--- src/hw/rtl/upd_pkg.sv ---
// Package for the URL percent decoder: character constants and hex digit decoding.
// Self-contained; imported by url_percent_decoder_core.
`timescale 1ns / 1ps

package upd_pkg;

  localparam logic [7:0] CHAR_PLUS    = 8'h2B;
  localparam logic [7:0] CHAR_PERCENT = 8'h25;
  localparam logic [7:0] CHAR_SPACE   = 8'h20;
  localparam logic [7:0] CHAR_NUL     = 8'h00;

  localparam int unsigned BYTE_W   = 8;
  localparam int unsigned LENGTH_W = 16;
  localparam int unsigned LIMIT_W  = 16;

  typedef struct packed {
    logic       ok;
    logic [3:0] nibble;
  } hex_digit_t;

  // Accepts 0-9, A-F and a-f.
  function automatic hex_digit_t hex_decode(input logic [7:0] b);
    hex_digit_t r;
    r.ok     = 1'b0;
    r.nibble = 4'h0;
    if (b >= 8'h30 && b <= 8'h39) begin
      r.ok     = 1'b1;
      r.nibble = 4'(b - 8'h30);
    end else if (b >= 8'h41 && b <= 8'h46) begin
      r.ok     = 1'b1;
      r.nibble = 4'(b - 8'h37);
    end else if (b >= 8'h61 && b <= 8'h66) begin
      r.ok     = 1'b1;
      r.nibble = 4'(b - 8'h57);
    end
    return r;
  endfunction

endpackage

--- src/hw/rtl/url_percent_decoder_core.sv ---
// Top level of the URL percent decoder: byte stream in, decoded byte stream out.
// Depends on upd_pkg for character constants and hex digit decoding.
`timescale 1ns / 1ps

// The decoder takes one encoded byte per cycle while its input side is ready
// and produces at most one decoded byte per input, so the sustained rate is one
// byte per clock when the output is not stalled. Decoding and the state update
// happen in the cycle a byte is accepted and land in the output register; the
// input side is ready whenever that register is empty or emptied in the same cycle.
// A plus becomes a space, a percent with two hex digits becomes one byte, and
// the zero terminator is passed out with tlast set. Each result carries the
// running length of the string. A bad escape gives a zero byte with tuser set
// and tlast set; reaching output_limit ends the string with tlast set. After
// an early end, input is dropped up to and including the next zero byte. The
// limit register is written through output_limit_we/output_limit_wdata; the user
// must do so only while the block is idle, as the block itself does not enforce it.
module url_percent_decoder_core #(
  parameter int COUNT_WIDTH = 16
) (
  input  logic                           clk,
  input  logic                           rst,
  input  logic                           output_limit_we,
  input  logic [upd_pkg::LIMIT_W-1:0]    output_limit_wdata,
  input  logic                           s_axis_tvalid,
  output logic                           s_axis_tready,
  // [7:0] in_byte
  input  logic [7:0]                     s_axis_tdata,
  output logic                           m_axis_tvalid,
  input  logic                           m_axis_tready,
  // [7:0] out_byte, [23:8] length
  output logic [23:0]                    m_axis_tdata,
  // [0] is_error
  output logic                           m_axis_tuser,
  output logic                           m_axis_tlast
);
  import upd_pkg::*;

  localparam logic [1:0] PH_NORMAL = 2'd0;
  localparam logic [1:0] PH_PCT    = 2'd1;
  localparam logic [1:0] PH_HEX1   = 2'd2;
  localparam logic [1:0] PH_SKIP   = 2'd3;

  localparam int CMP_W = (COUNT_WIDTH > LIMIT_W) ? COUNT_WIDTH : LIMIT_W;

  logic [LIMIT_W-1:0]     output_limit;
  logic [1:0]             phase, phase_next;
  logic [3:0]             high_nibble, high_nibble_next;
  logic [COUNT_WIDTH-1:0] written_count, written_count_next;

  logic                   out_valid, out_valid_next;
  logic [BYTE_W-1:0]      out_byte, out_byte_next;
  logic                   out_error, out_error_next;
  logic                   out_last, out_last_next;
  logic [LENGTH_W-1:0]    out_length, out_length_next;

  logic                   in_fire;
  logic [7:0]             b;
  hex_digit_t             hd;
  logic [COUNT_WIDTH-1:0] count_inc;
  logic [CMP_W-1:0]       count_max_w, limit_w, limit_eff;
  logic                   full;

  assign s_axis_tready = !out_valid || m_axis_tready;
  assign in_fire       = s_axis_tvalid && s_axis_tready;
  assign b             = s_axis_tdata;
  assign hd            = hex_decode(b);

  // Saturating count and effective limit: zero acts as one, and a limit the
  // counter cannot reach is clamped to the counter's maximum.
  always_comb begin
    count_inc   = (written_count == {COUNT_WIDTH{1'b1}}) ? written_count
                                                         : written_count + 1'b1;
    count_max_w = CMP_W'({COUNT_WIDTH{1'b1}});
    limit_w     = CMP_W'(output_limit);
    limit_eff   = limit_w;
    if (output_limit == '0) limit_eff = CMP_W'(1);
    if (limit_eff > count_max_w) limit_eff = count_max_w;
    full = CMP_W'(count_inc) >= limit_eff;
  end

  always_comb begin
    logic       do_emit;
    logic       do_bad;
    logic       term;
    logic [7:0] emit_byte;
    do_emit   = 1'b0;
    do_bad    = 1'b0;
    term      = 1'b0;
    emit_byte = b;

    phase_next         = phase;
    high_nibble_next   = high_nibble;
    written_count_next = written_count;
    out_valid_next     = out_valid && !m_axis_tready;
    out_byte_next      = out_byte;
    out_error_next     = out_error;
    out_last_next      = out_last;
    out_length_next    = out_length;

    if (in_fire) begin
      case (phase)
        PH_NORMAL: begin
          if (b == CHAR_PERCENT) begin
            phase_next = PH_PCT;
          end else if (b == CHAR_PLUS) begin
            do_emit   = 1'b1;
            emit_byte = CHAR_SPACE;
          end else begin
            do_emit = 1'b1;
            term    = (b == CHAR_NUL);
          end
        end
        PH_PCT: begin
          if (!hd.ok) begin
            do_bad = 1'b1;
          end else begin
            high_nibble_next = hd.nibble;
            phase_next       = PH_HEX1;
          end
        end
        PH_HEX1: begin
          if (!hd.ok) begin
            do_bad = 1'b1;
          end else begin
            do_emit   = 1'b1;
            emit_byte = {high_nibble, hd.nibble};
          end
        end
        default: begin
          if (b == CHAR_NUL) begin
            phase_next         = PH_NORMAL;
            written_count_next = '0;
          end
        end
      endcase

      if (do_emit) begin
        out_valid_next  = 1'b1;
        out_byte_next   = emit_byte;
        out_error_next  = 1'b0;
        out_last_next   = term || full;
        out_length_next = LENGTH_W'(count_inc);
        if (term) begin
          phase_next         = PH_NORMAL;
          written_count_next = '0;
        end else begin
          phase_next         = full ? PH_SKIP : PH_NORMAL;
          written_count_next = count_inc;
        end
      end

      // The error result reports the length before the failed escape.
      if (do_bad) begin
        out_valid_next  = 1'b1;
        out_byte_next   = CHAR_NUL;
        out_error_next  = 1'b1;
        out_last_next   = 1'b1;
        out_length_next = LENGTH_W'(written_count);
        if (b == CHAR_NUL) begin
          phase_next         = PH_NORMAL;
          written_count_next = '0;
        end else begin
          phase_next = PH_SKIP;
        end
      end
    end
  end

  always_ff @(posedge clk) begin
    if (rst) begin
      output_limit  <= LIMIT_W'(256);
      phase         <= PH_NORMAL;
      high_nibble   <= 4'h0;
      written_count <= '0;
      out_valid     <= 1'b0;
    end else begin
      if (output_limit_we) output_limit <= output_limit_wdata;
      phase         <= phase_next;
      high_nibble   <= high_nibble_next;
      written_count <= written_count_next;
      out_valid     <= out_valid_next;
    end
  end

  always_ff @(posedge clk) begin
    out_byte   <= out_byte_next;
    out_error  <= out_error_next;
    out_last   <= out_last_next;
    out_length <= out_length_next;
  end

  assign m_axis_tvalid = out_valid;
  assign m_axis_tdata  = {out_length, out_byte};
  assign m_axis_tuser  = out_error;
  assign m_axis_tlast  = out_last;

endmodule
--- config.mk ---
export PLATFORM = sky130hd
export DESIGN_NAME = url_percent_decoder_core
export DESIGN_NICKNAME = d
export VERILOG_FILES = /design/src/hw/rtl/upd_pkg.sv /design/src/hw/rtl/url_percent_decoder_core.sv
export SDC_FILE = /design/constraint.sdc
export NUM_CORES = 1
export LEC_CHECK = 0
export BUFFER_PORTS_ARGS = -buffer_cell sky130_fd_sc_hd__buf_2
export CORE_MARGIN = 3
export CORE_UTILIZATION = 50
export CTS_CLUSTER_DIAMETER = 200
export DETAILED_ROUTE_END_ITERATION = 8
export GPL_TIMING_DRIVEN = 0
export PLACE_DENSITY = 0.71
export SLEW_MARGIN = 20
export SYNTH_ARGS = -nofsm -noshare
export SYNTH_HDL_FRONTEND = slang
export SYNTH_SLANG_ARGS = --single-unit
export TNS_END_PERCENT = 5
--- constraint.sdc ---
create_clock -name clk -period 8.4 [get_ports clk]
set_input_delay 0.42 -clock clk [delete_from_list [all_inputs] [get_ports clk]]
set_output_delay 0.42 -clock clk [all_outputs]
set_load 0.005 [all_outputs]
Word level (Yosys, flattened, before mapping)
Index checks and enable logic that the tools add are counted.

storage, ports and cells
  logic and storage cells = 92
  output and inout bits = 28
  bits in registers = 65

cells by class
  $lt $le $gt $ge = 8
  $add $sub $neg = 4
  reduce and logical (&&, ||, !) cells = 19
  mux-type cells = 44
  eq/ne operators = 8

operators with widths
  operator                 count
  $mux W16                 11
  $mux W8                  4
  $add A16 B1 Y16 const B  1
  $eq A16 B16 Y1 const B   1
  $eq A8 B6 Y1 const B     2
  $ge A16 B16 Y1           1
  $ge A8 B7 Y1 const B     2
  $gt A16 B16 Y1 const B   1
  $le A8 B7 Y1 const B     2
  $logic_not A16 Y1        1
  $mux W2                  8
  $pmux W8 S2              1
  $mux W1                  15
  $mux W5                  3
  $ge A8 B6 Y1 const B     1
  $le A8 B6 Y1 const B     1
  $logic_not A8 Y1         1
  $ne A4 B4 Y1 const B     2
  $sub A4 B3 Y4 const B    2
  $pmux W2 S3              1
  $logic_and A1 B1 Y1      5
  $reduce_and A5 Y1        1
  $reduce_bool A5 Y1       1
  $sub A4 B1 Y4 const B    1
  12 further kinds         14

Logic depth before layout (Yosys ltp)
Gate-level depths: netlist of run 1.

  word-level depth = 11
  gate-level depth with buffers = 15

Least setup slack after synthesis of run 1
OpenSTA, ideal clock, no wires.

  path type = register to register
  start point = register written_count[1]
  end point = register out_last (netlist: m_axis_tlast) (data pin)
  required time = 8.135 ns
  path slack = 5.377 ns
  stages on the path, launching flop included = 14
  period minus slack after synthesis = 3.023 ns
  arrival = 2.758 ns
  path through = dfxtp_1 > ha_1 > clkbuf_1 > and4_1 > nand2_1 > o21a_1 > and4_1 > xor2_1 > ha_1 > a21oi_1 > o21ai_0 > a211oi_1 > o31ai_1 > or3_1

between the ends
  longest elaborated chain between the ends = 5
  elaborated cells between the ends (all ways) = 6

ends and longest elaborated chain
  item                                                      line                                                            RTL
  start: declaration                                        url_percent_decoder_core.sv:48                                  logic [COUNT_WIDTH-1:0] written_count, written_count_next;
  start signal: assignment                                  url_percent_decoder_core.sv:180                                 written_count <= written_count_next;
  $add A16 B1 Y16 / $eq A16 B16 Y1 (equally long branches)  url_percent_decoder_core.sv:72, url_percent_decoder_core.sv:71
  $mux W16 *                                                url_percent_decoder_core.sv:71                                  count_inc = (written_count == {COUNT_WIDTH{1'b1}}) ? written_count
  $ge A16 B16 Y1 *                                          url_percent_decoder_core.sv:78                                  full = CMP_W'(count_inc) >= limit_eff;
  $logic_or A1 B1 Y1 *                                      url_percent_decoder_core.sv:141                                 out_last_next = term || full;
  $mux W1 *                                                 url_percent_decoder_core.sv:137                                 if (do_emit) begin
  end signal: assignment                                    url_percent_decoder_core.sv:188                                 out_last <= out_last_next;
  end: declaration                                          url_percent_decoder_core.sv:53                                  logic out_last, out_last_next;

Mark *: on every way between the ends. The rest lies on a longest branch, timed or not. The select of a mux whose other input is x is not followed.
A chain may end at the register's enable or synchronous reset.

Final worst setup path of run 1
  start point = register written_count[4]
  end point = register out_last (netlist: m_axis_tlast) (data pin)

The elaborated chain is that of the path after synthesis.

==> flow_summary_export.csv, run 1 <==
group,metric,value,unit
run_status,outcome,"complete, no violations",
routing,firstDrtPassIters,4,
worst_hold_path,hp-start,"output_limit_wdata[2]",
finish,nets,525,
critical_path,startpoint_type,"register",
timing,slew_viol_final,0,
timing,hold_viol,0,
pwr,combPwrFrac,34.0,%
routing,route.detailed.drc,0,
yosys,synth_top_area_share,20.5,%
critical_path,worstReg2RegStart,"written_count[4]",
timing,setup_tns,0,ns
clock_tree,cts_setup_buffers,0,
yosys,ys.flop_type,"dfxtp_1",
timing,min_period_over_period,41.8,%
timing,fmax,285,MHz
routing,wire_per_inst,14.8,um
yosys,syn_area,3810,um^2
critical_path,cp_max_fo,10,
critical_path,required,8.49,ns
pwr,power.density,231,nW/um^2
die,die-area,8710,um^2
die,chipWidth,93.4,um
worst_hold_path,worstHoldPathType,"input port to register",
placed_design,gp_congestion,0.853,
yosys,yosys_warnings,0,
pwr,p_int,0.000659,W
finish,layout_commonest_cell,"buf_2",
routing,ant_nets,0,
critical_path,crit_type,"register to register",
finish,final_util,59.8,%
yosys,synthArstFlopShare,0,%
critical_path,crit_start,"written_count[4]",
finish,mostFrequentLayoutCells,"buf_2, nor2_1, dfxtp_1, nand2_1",
pwr,p_leak,1.91,nW
clock_tree,post_cts_resized,0,
pwr,seqPwrFrac,41.6,%
grt,grt_first_pass_wirelength,14.1,mm
timing,finalSetupViolations,0,
grt,antenna_found_initial,0,
die,ioPinCount,57,
clock_tree,cts.sinks,65,
finish,syn2layout_area_growth,15.0,%
clock_tree,cts_tree,"done",
worst_hold_path,hold_depth,3,
yosys,yosys.area.top_type,"dfxtp_1",
placed_design,hpwl,6.32,mm
critical_path,cp.arrival,3.60,ns
placed_design,portBuffers,53,
pwr,p_switching,0.000355,W
pwr,vdd_ir_drop_max,112,uV
clock_tree,cts_root_buffer,"clkbuf_8",
grt,grt_max_degree,27,
routing,viasPerCell,5.55,
yosys,syn-instance-count,406,
die,coreArea,7330,um^2
routing,wl_met2,3.79,mm
timing,relSlewSlack,36.3,%
clock_tree,cts_buffer_depth,2,
finish,antenna_cells,0,
die,start_util,52.0,%
yosys,yosys-top-cells-area,"dfxtp_1, edfxtp_1, ha_1",
timing,tightest_slew,0.954,ns
flow_run,maxCapViolCount,0,
die,rows,31,
clock_tree,h-tree-depth,3,
yosys,synth-edff-count,26,
clock_tree,ctsHoldBuffers,0,
routing,wl_met1,4.07,mm
timing,rsz0062_at_grt,"no",
timing,clock_skew,0.0102,ns
routing,vias,3186,
grt,grt.total_usage,20.6,%
die,die_y,93.4,um
critical_path,worstSetupEndpointType,"register",
routing,routed.top_layer,"met4",
yosys,ys_ff_latch,65,
grt,grt_pass1_vias,2869,
routing,routed_wl,8.51,mm
clock_tree,cts-buffers-inserted,9,
yosys,yosysSeqAreaShare,40.9,%
pwr,switching_share,35.0,%
pwr,p_clk_share,24.5,%
yosys,syn_avg_cell_area,9.40,um^2
routing,wl_met3,530,um
clock_tree,insertion_delay,0.34,ns
finish,drive_gt1_share,18.3,%
timing,min_period,3.51,ns
yosys,synth_cell_type_count,56,
critical_path,r2r_cells,12,
grt,overflow,0,
routing,drtIter0Drc,169,
clock_tree,clk_pin_slew,0.07,ns
yosys,syn-num-nets,461,
-- sequential cells by signal, summed over array words and instances (netlist names) --
signal and count:
m_axis_tuser 1, out_byte 8, written_count 16, out_length 16, m_axis_tlast 1, phase 2
limit_w 16, m_axis_tvalid 1, high_nibble 4
-- final timing paths --
check	endpoint	slack [ns]
max	m_axis_tlast	4.89
min	limit_w[2]	0.31
max reg2reg	m_axis_tlast	4.89
min reg2reg	high_nibble[0]	0.52
-- cells in the mapped netlist (11+ instances only) --
| cell | count |
|---|---|
| a31oi_1 | 13 |
| mux2i_1 | 16 |
| nand2_1 | 29 |
| xnor2_1 | 11 |
| a211oi_1 | 11 |
| edfxtp_1 | 26 |
| inv_1 | 26 |
| clkbuf_1 | 12 |
| a21oi_1 | 25 |
| nor2_1 | 41 |
| dfxtp_1 | 39 |
| ha_1 | 26 |
-- final cells by class --
type / instances / area (um^2)
fillers: 639 / 2940
multi-input cells: 292 / 2040
flip-flops and latches: 65 / 1560
repair buffers: 53 / 265
clock buffers: 12 / 156
well taps: 99 / 124
plain buffers: 22 / 115
inverters: 27 / 101
clock inverters: 4 / 26.3
-- logic make-up after synthesis --
| kind of cell | Yosys count | synth area share (%) |
|---|---|---|
| AO/OA/AOI/OAI | 92 | 16.5 |
| XOR/XNOR | 21 | 4.82 |
| adder cells (fa/ha/maj) | 26 | 8.53 |
| buffers and inverters | 49 | 5.67 |
| flip-flops | 65 | 40.9 |
| multiplexers | 20 | 5.38 |
| AND/OR/NAND/NOR | 133 | 18.2 |
-- metrics by stage --
step	setup WS (ns)	power (W)	hold WS (ns)	cells	cell area (um^2)
3_5_place_dp	4.91	0.000772	0.510	558	4200
3_3_place_gp	4.97	0.000769	0.498	558	4200
4_1_cts	4.92	0.00102	0.301	574	4390
5_1_grt	4.60	0.00108	0.312	574	4390
2_1_floorplan	5.38	0.000659	0.462	406	3810
6_report	4.89	0.00101	0.311	574	4390
-- metal layers --
metal / GRT usage (%) / vias up
li1: - / 1604
met1: 28.9 / 1458
met2: 31.2 / 113
met3: 4.91 / 11
met4: 6.72 / 0
met5: 0 / -
-- worst max-delay path: stages, from the launching register on --
cell and delay (ns):
dfxtp_1 0.30, buf_2 0.20, and3_1 0.23, nand4_1 0.34
nor2_1 0.26, nand4_1 0.21, a31oi_1 0.44, ha_1 0.34
a21oi_1 0.14, o21ai_0 0.12, a211oi_1 0.19, o31ai_1 0.14
or3_1 0.36
-- power by group through the flow --
stage                     Sequential, W  Clock (W)  Combinational [W]
after floorplan                0.000433          0           0.000226
after global placement         0.000428          0           0.000342
after detailed placement       0.000430          0           0.000343
after CTS                      0.000423   0.000251           0.000345
after global routing           0.000427   0.000267           0.000389
final                          0.000422   0.000248           0.000344
(Power assumes the default switching activity.)
==> run 2, diff against run 1 <==
--- a/config.mk
+++ b/config.mk
@@ -11,7 +11,7 @@
 export CTS_CLUSTER_DIAMETER = 200
 export DETAILED_ROUTE_END_ITERATION = 8
 export GPL_TIMING_DRIVEN = 0
-export PLACE_DENSITY = 0.71
+export PLACE_DENSITY = 0.74
 export SLEW_MARGIN = 20
 export SYNTH_ARGS = -nofsm -noshare
 export SYNTH_HDL_FRONTEND = slang
==> constraint.sdc (replaced) <==
create_clock -name clk -period 3 [get_ports clk]
set_input_delay 0.15 -clock clk [delete_from_list [all_inputs] [get_ports clk]]
set_output_delay 0.15 -clock clk [all_outputs]
set_load 0.005 [all_outputs]
==> flow_summary_export.csv, run 2 (synthesis gave the netlist of run 1 again) <==
group,metric,value,unit
die,die_y,93.4,um
die,die-area,8710,um^2
pwr,p_int,0.00196,W
pwr,combPwrFrac,35.9,%
worst_hold_path,worstHoldPathType,"input port to register",
timing,slew_viol_final,0,
finish,finalNonFillerCells,584,
pwr,power.density,641,nW/um^2
finish,layout_commonest_cell,"buf_2",
finish,syn2layout_area_growth,22.5,%
grt,antenna_found_initial,0,
timing,tightest_slew,0.796,ns
die,chipWidth,93.4,um
clock_tree,cts.sinks,65,
pwr,p_leak,2.03,nW
critical_path,slowest_stage,"dfxtp_4",
critical_path,worstPathCellList,"ha_1, clkbuf_4, and4_1, nand2_1, o211ai_1, buf_4, nor2_1, xor2_1, ha_1, nand2_1, o21ai_2, a211oi_2, o31ai_2, or3_1",
grt,grt_max_degree,27,
clock_tree,cts_buffer_depth,2,
clock_tree,cts-buffers-inserted,9,
pwr,power,0.00300,W
finish,drive_gt1_share,25.8,%
timing,min_period,3.26,ns
die,ioPinCount,57,
critical_path,crit_type,"register to register",
timing,finalWorstSetupSlack,-0.260,ns
timing,rsz0062_at_grt,"yes",
clock_tree,ctsHoldBuffers,0,
run_status,outcome,"finished with violations",
flow_run,maxCapViolCount,0,
finish,mostFrequentLayoutCells,"buf_2, nor2_1, dfxtp_1, nand2_1, edfxtp_1",
grt,grt_pass1_vias,3061,
clock_tree,h-tree-depth,3,
grt,overflow,0,
timing,clock_skew,0.0120,ns
timing,hold_viol,0,
routing,viasPerCell,5.69,
placed_design,gp_congestion,0.893,
routing,firstDrtPassIters,5,
die,rows,31,
clock_tree,clk_pin_slew,0.08,ns
finish,antenna_cells,0,
critical_path,cp_max_fo,8,
pwr,seqPwrFrac,39.5,%
grt,grt.total_usage,21.1,%
pwr,p_clk_share,24.6,%
die,coreArea,7330,um^2
timing,fmax,307,MHz
timing,finalSetupViolations,3,
pwr,vdd_ir_drop_max,338,uV
placed_design,dp_cells,558,
routing,drtIter0Drc,189,
clock_tree,cts_tree,"done",
routing,wire_per_inst,15.7,um
routing,ant_nets,0,
clock_tree,insertion_delay,0.35,ns
die,start_util,52.0,%
routing,route.detailed.drc,0,
timing,min_period_over_period,109,%
clock_tree,cts_root_buffer,"clkbuf_8",
placed_design,portBuffers,53,
critical_path,startpoint_type,"register",
timing,relSlewSlack,46.7,%
critical_path,worstSetupEndpointType,"register",
routing,routed_wl,9.16,mm
critical_path,critical_path.max_stage_delay,0.37,ns
pwr,p_switching,0.00103,W
routing,vias,3322,
critical_path,required,3.08,ns
finish,nets,535,
pwr,switching_share,34.5,%
critical_path,cp.arrival,3.34,ns
placed_design,hpwl,6.39,mm
grt,grt_first_pass_wirelength,14.5,mm
run_status,violations,"setup timing",
[run 2: changes by cell type in the layout (fill, tap and decap cells not counted), sizes merged]
cell	before	now
buf	62	74
bufinv	0	1
clkbuf	25	21
clkinv	3	4
clkinvlp	1	2
inv	27	26
[run 2: timing repair]
action / CTS / global route
gates cloned: 0 / 0
buffers inserted: 10 / 1
resized for setup: 18 / 24
pin swaps: 4 / 8
endpoints found under the setup margin: 29 / 32
[run 2: cell type report]
type / count / area (um^2)
multi-input cells: 292 / 2200
clock inverters: 6 / 57.6
well taps: 99 / 124
plain buffers: 21 / 128
repair buffers: 64 / 352
fillers: 610 / 2660
flip-flops and latches: 65 / 1570
clock buffers: 10 / 138
inverters: 27 / 105
[run 2: per-stage QoR]
step                worst slack [ns]  utilization (%)  area [um^2]  setup TNS (ns)  hold slack (ns)
global route                  -0.334             63.7         4670          -0.781           0.0369
floorplan                     0.0122                -         3820               0            0.252
CTS                           -0.126             62.1         4550          -0.222           0.0340
detailed placement            -0.522             57.4         4210           -4.55            0.386
finish                        -0.260             63.7         4670          -0.413           0.0446
global placement              -0.446             57.4         4210           -2.79            0.380
[run 2: power by group through the flow]
| stage | Clock, W | Combinational, W | Sequential (W) |
|---|---|---|---|
| global route | 0.000791 | 0.00118 | 0.00120 |
| CTS | 0.000748 | 0.00102 | 0.00118 |
| floorplan | 0 | 0.000633 | 0.00121 |
| finish | 0.000737 | 0.00108 | 0.00118 |
| global placement | 0 | 0.000953 | 0.00120 |
| detailed placement | 0 | 0.000965 | 0.00120 |
[run 2: path summary, 6_finish.rpt]
| path | startpoint | end | slack, ns | cells after the start |
|---|---|---|---|---|
| max | written_count[1] | m_axis_tlast | -0.26 | 14 |
| min | output_limit_wdata[12] | limit_w[12] | 0.04 | 3 |
| max reg2reg | written_count[1] | m_axis_tlast | -0.26 | 14 |
| min reg2reg | high_nibble[2] | high_nibble[2] | 0.51 | 2 |
[run 2: worst max-delay path, delay by kind of cell (launching register included)]
family | cells | cell delay (ns)
AND/OR/NAND/NOR | 5 | 0.96
buffers and inverters | 2 | 0.35
AO/OA/AOI/OAI | 4 | 0.60
flip-flops | 1 | 0.37
adder cells (fa/ha/maj) | 2 | 0.47
XOR/XNOR | 1 | 0.22
[run 2: per-layer routing]
metal	share of wire, %	GRT usage, %	vias up
met3	6.4	4.83	10
li1	-	-	1630
met4	1.2	5.86	0
met2	49	33.4	128
met5	0	0	-
met1	44	29.1	1554
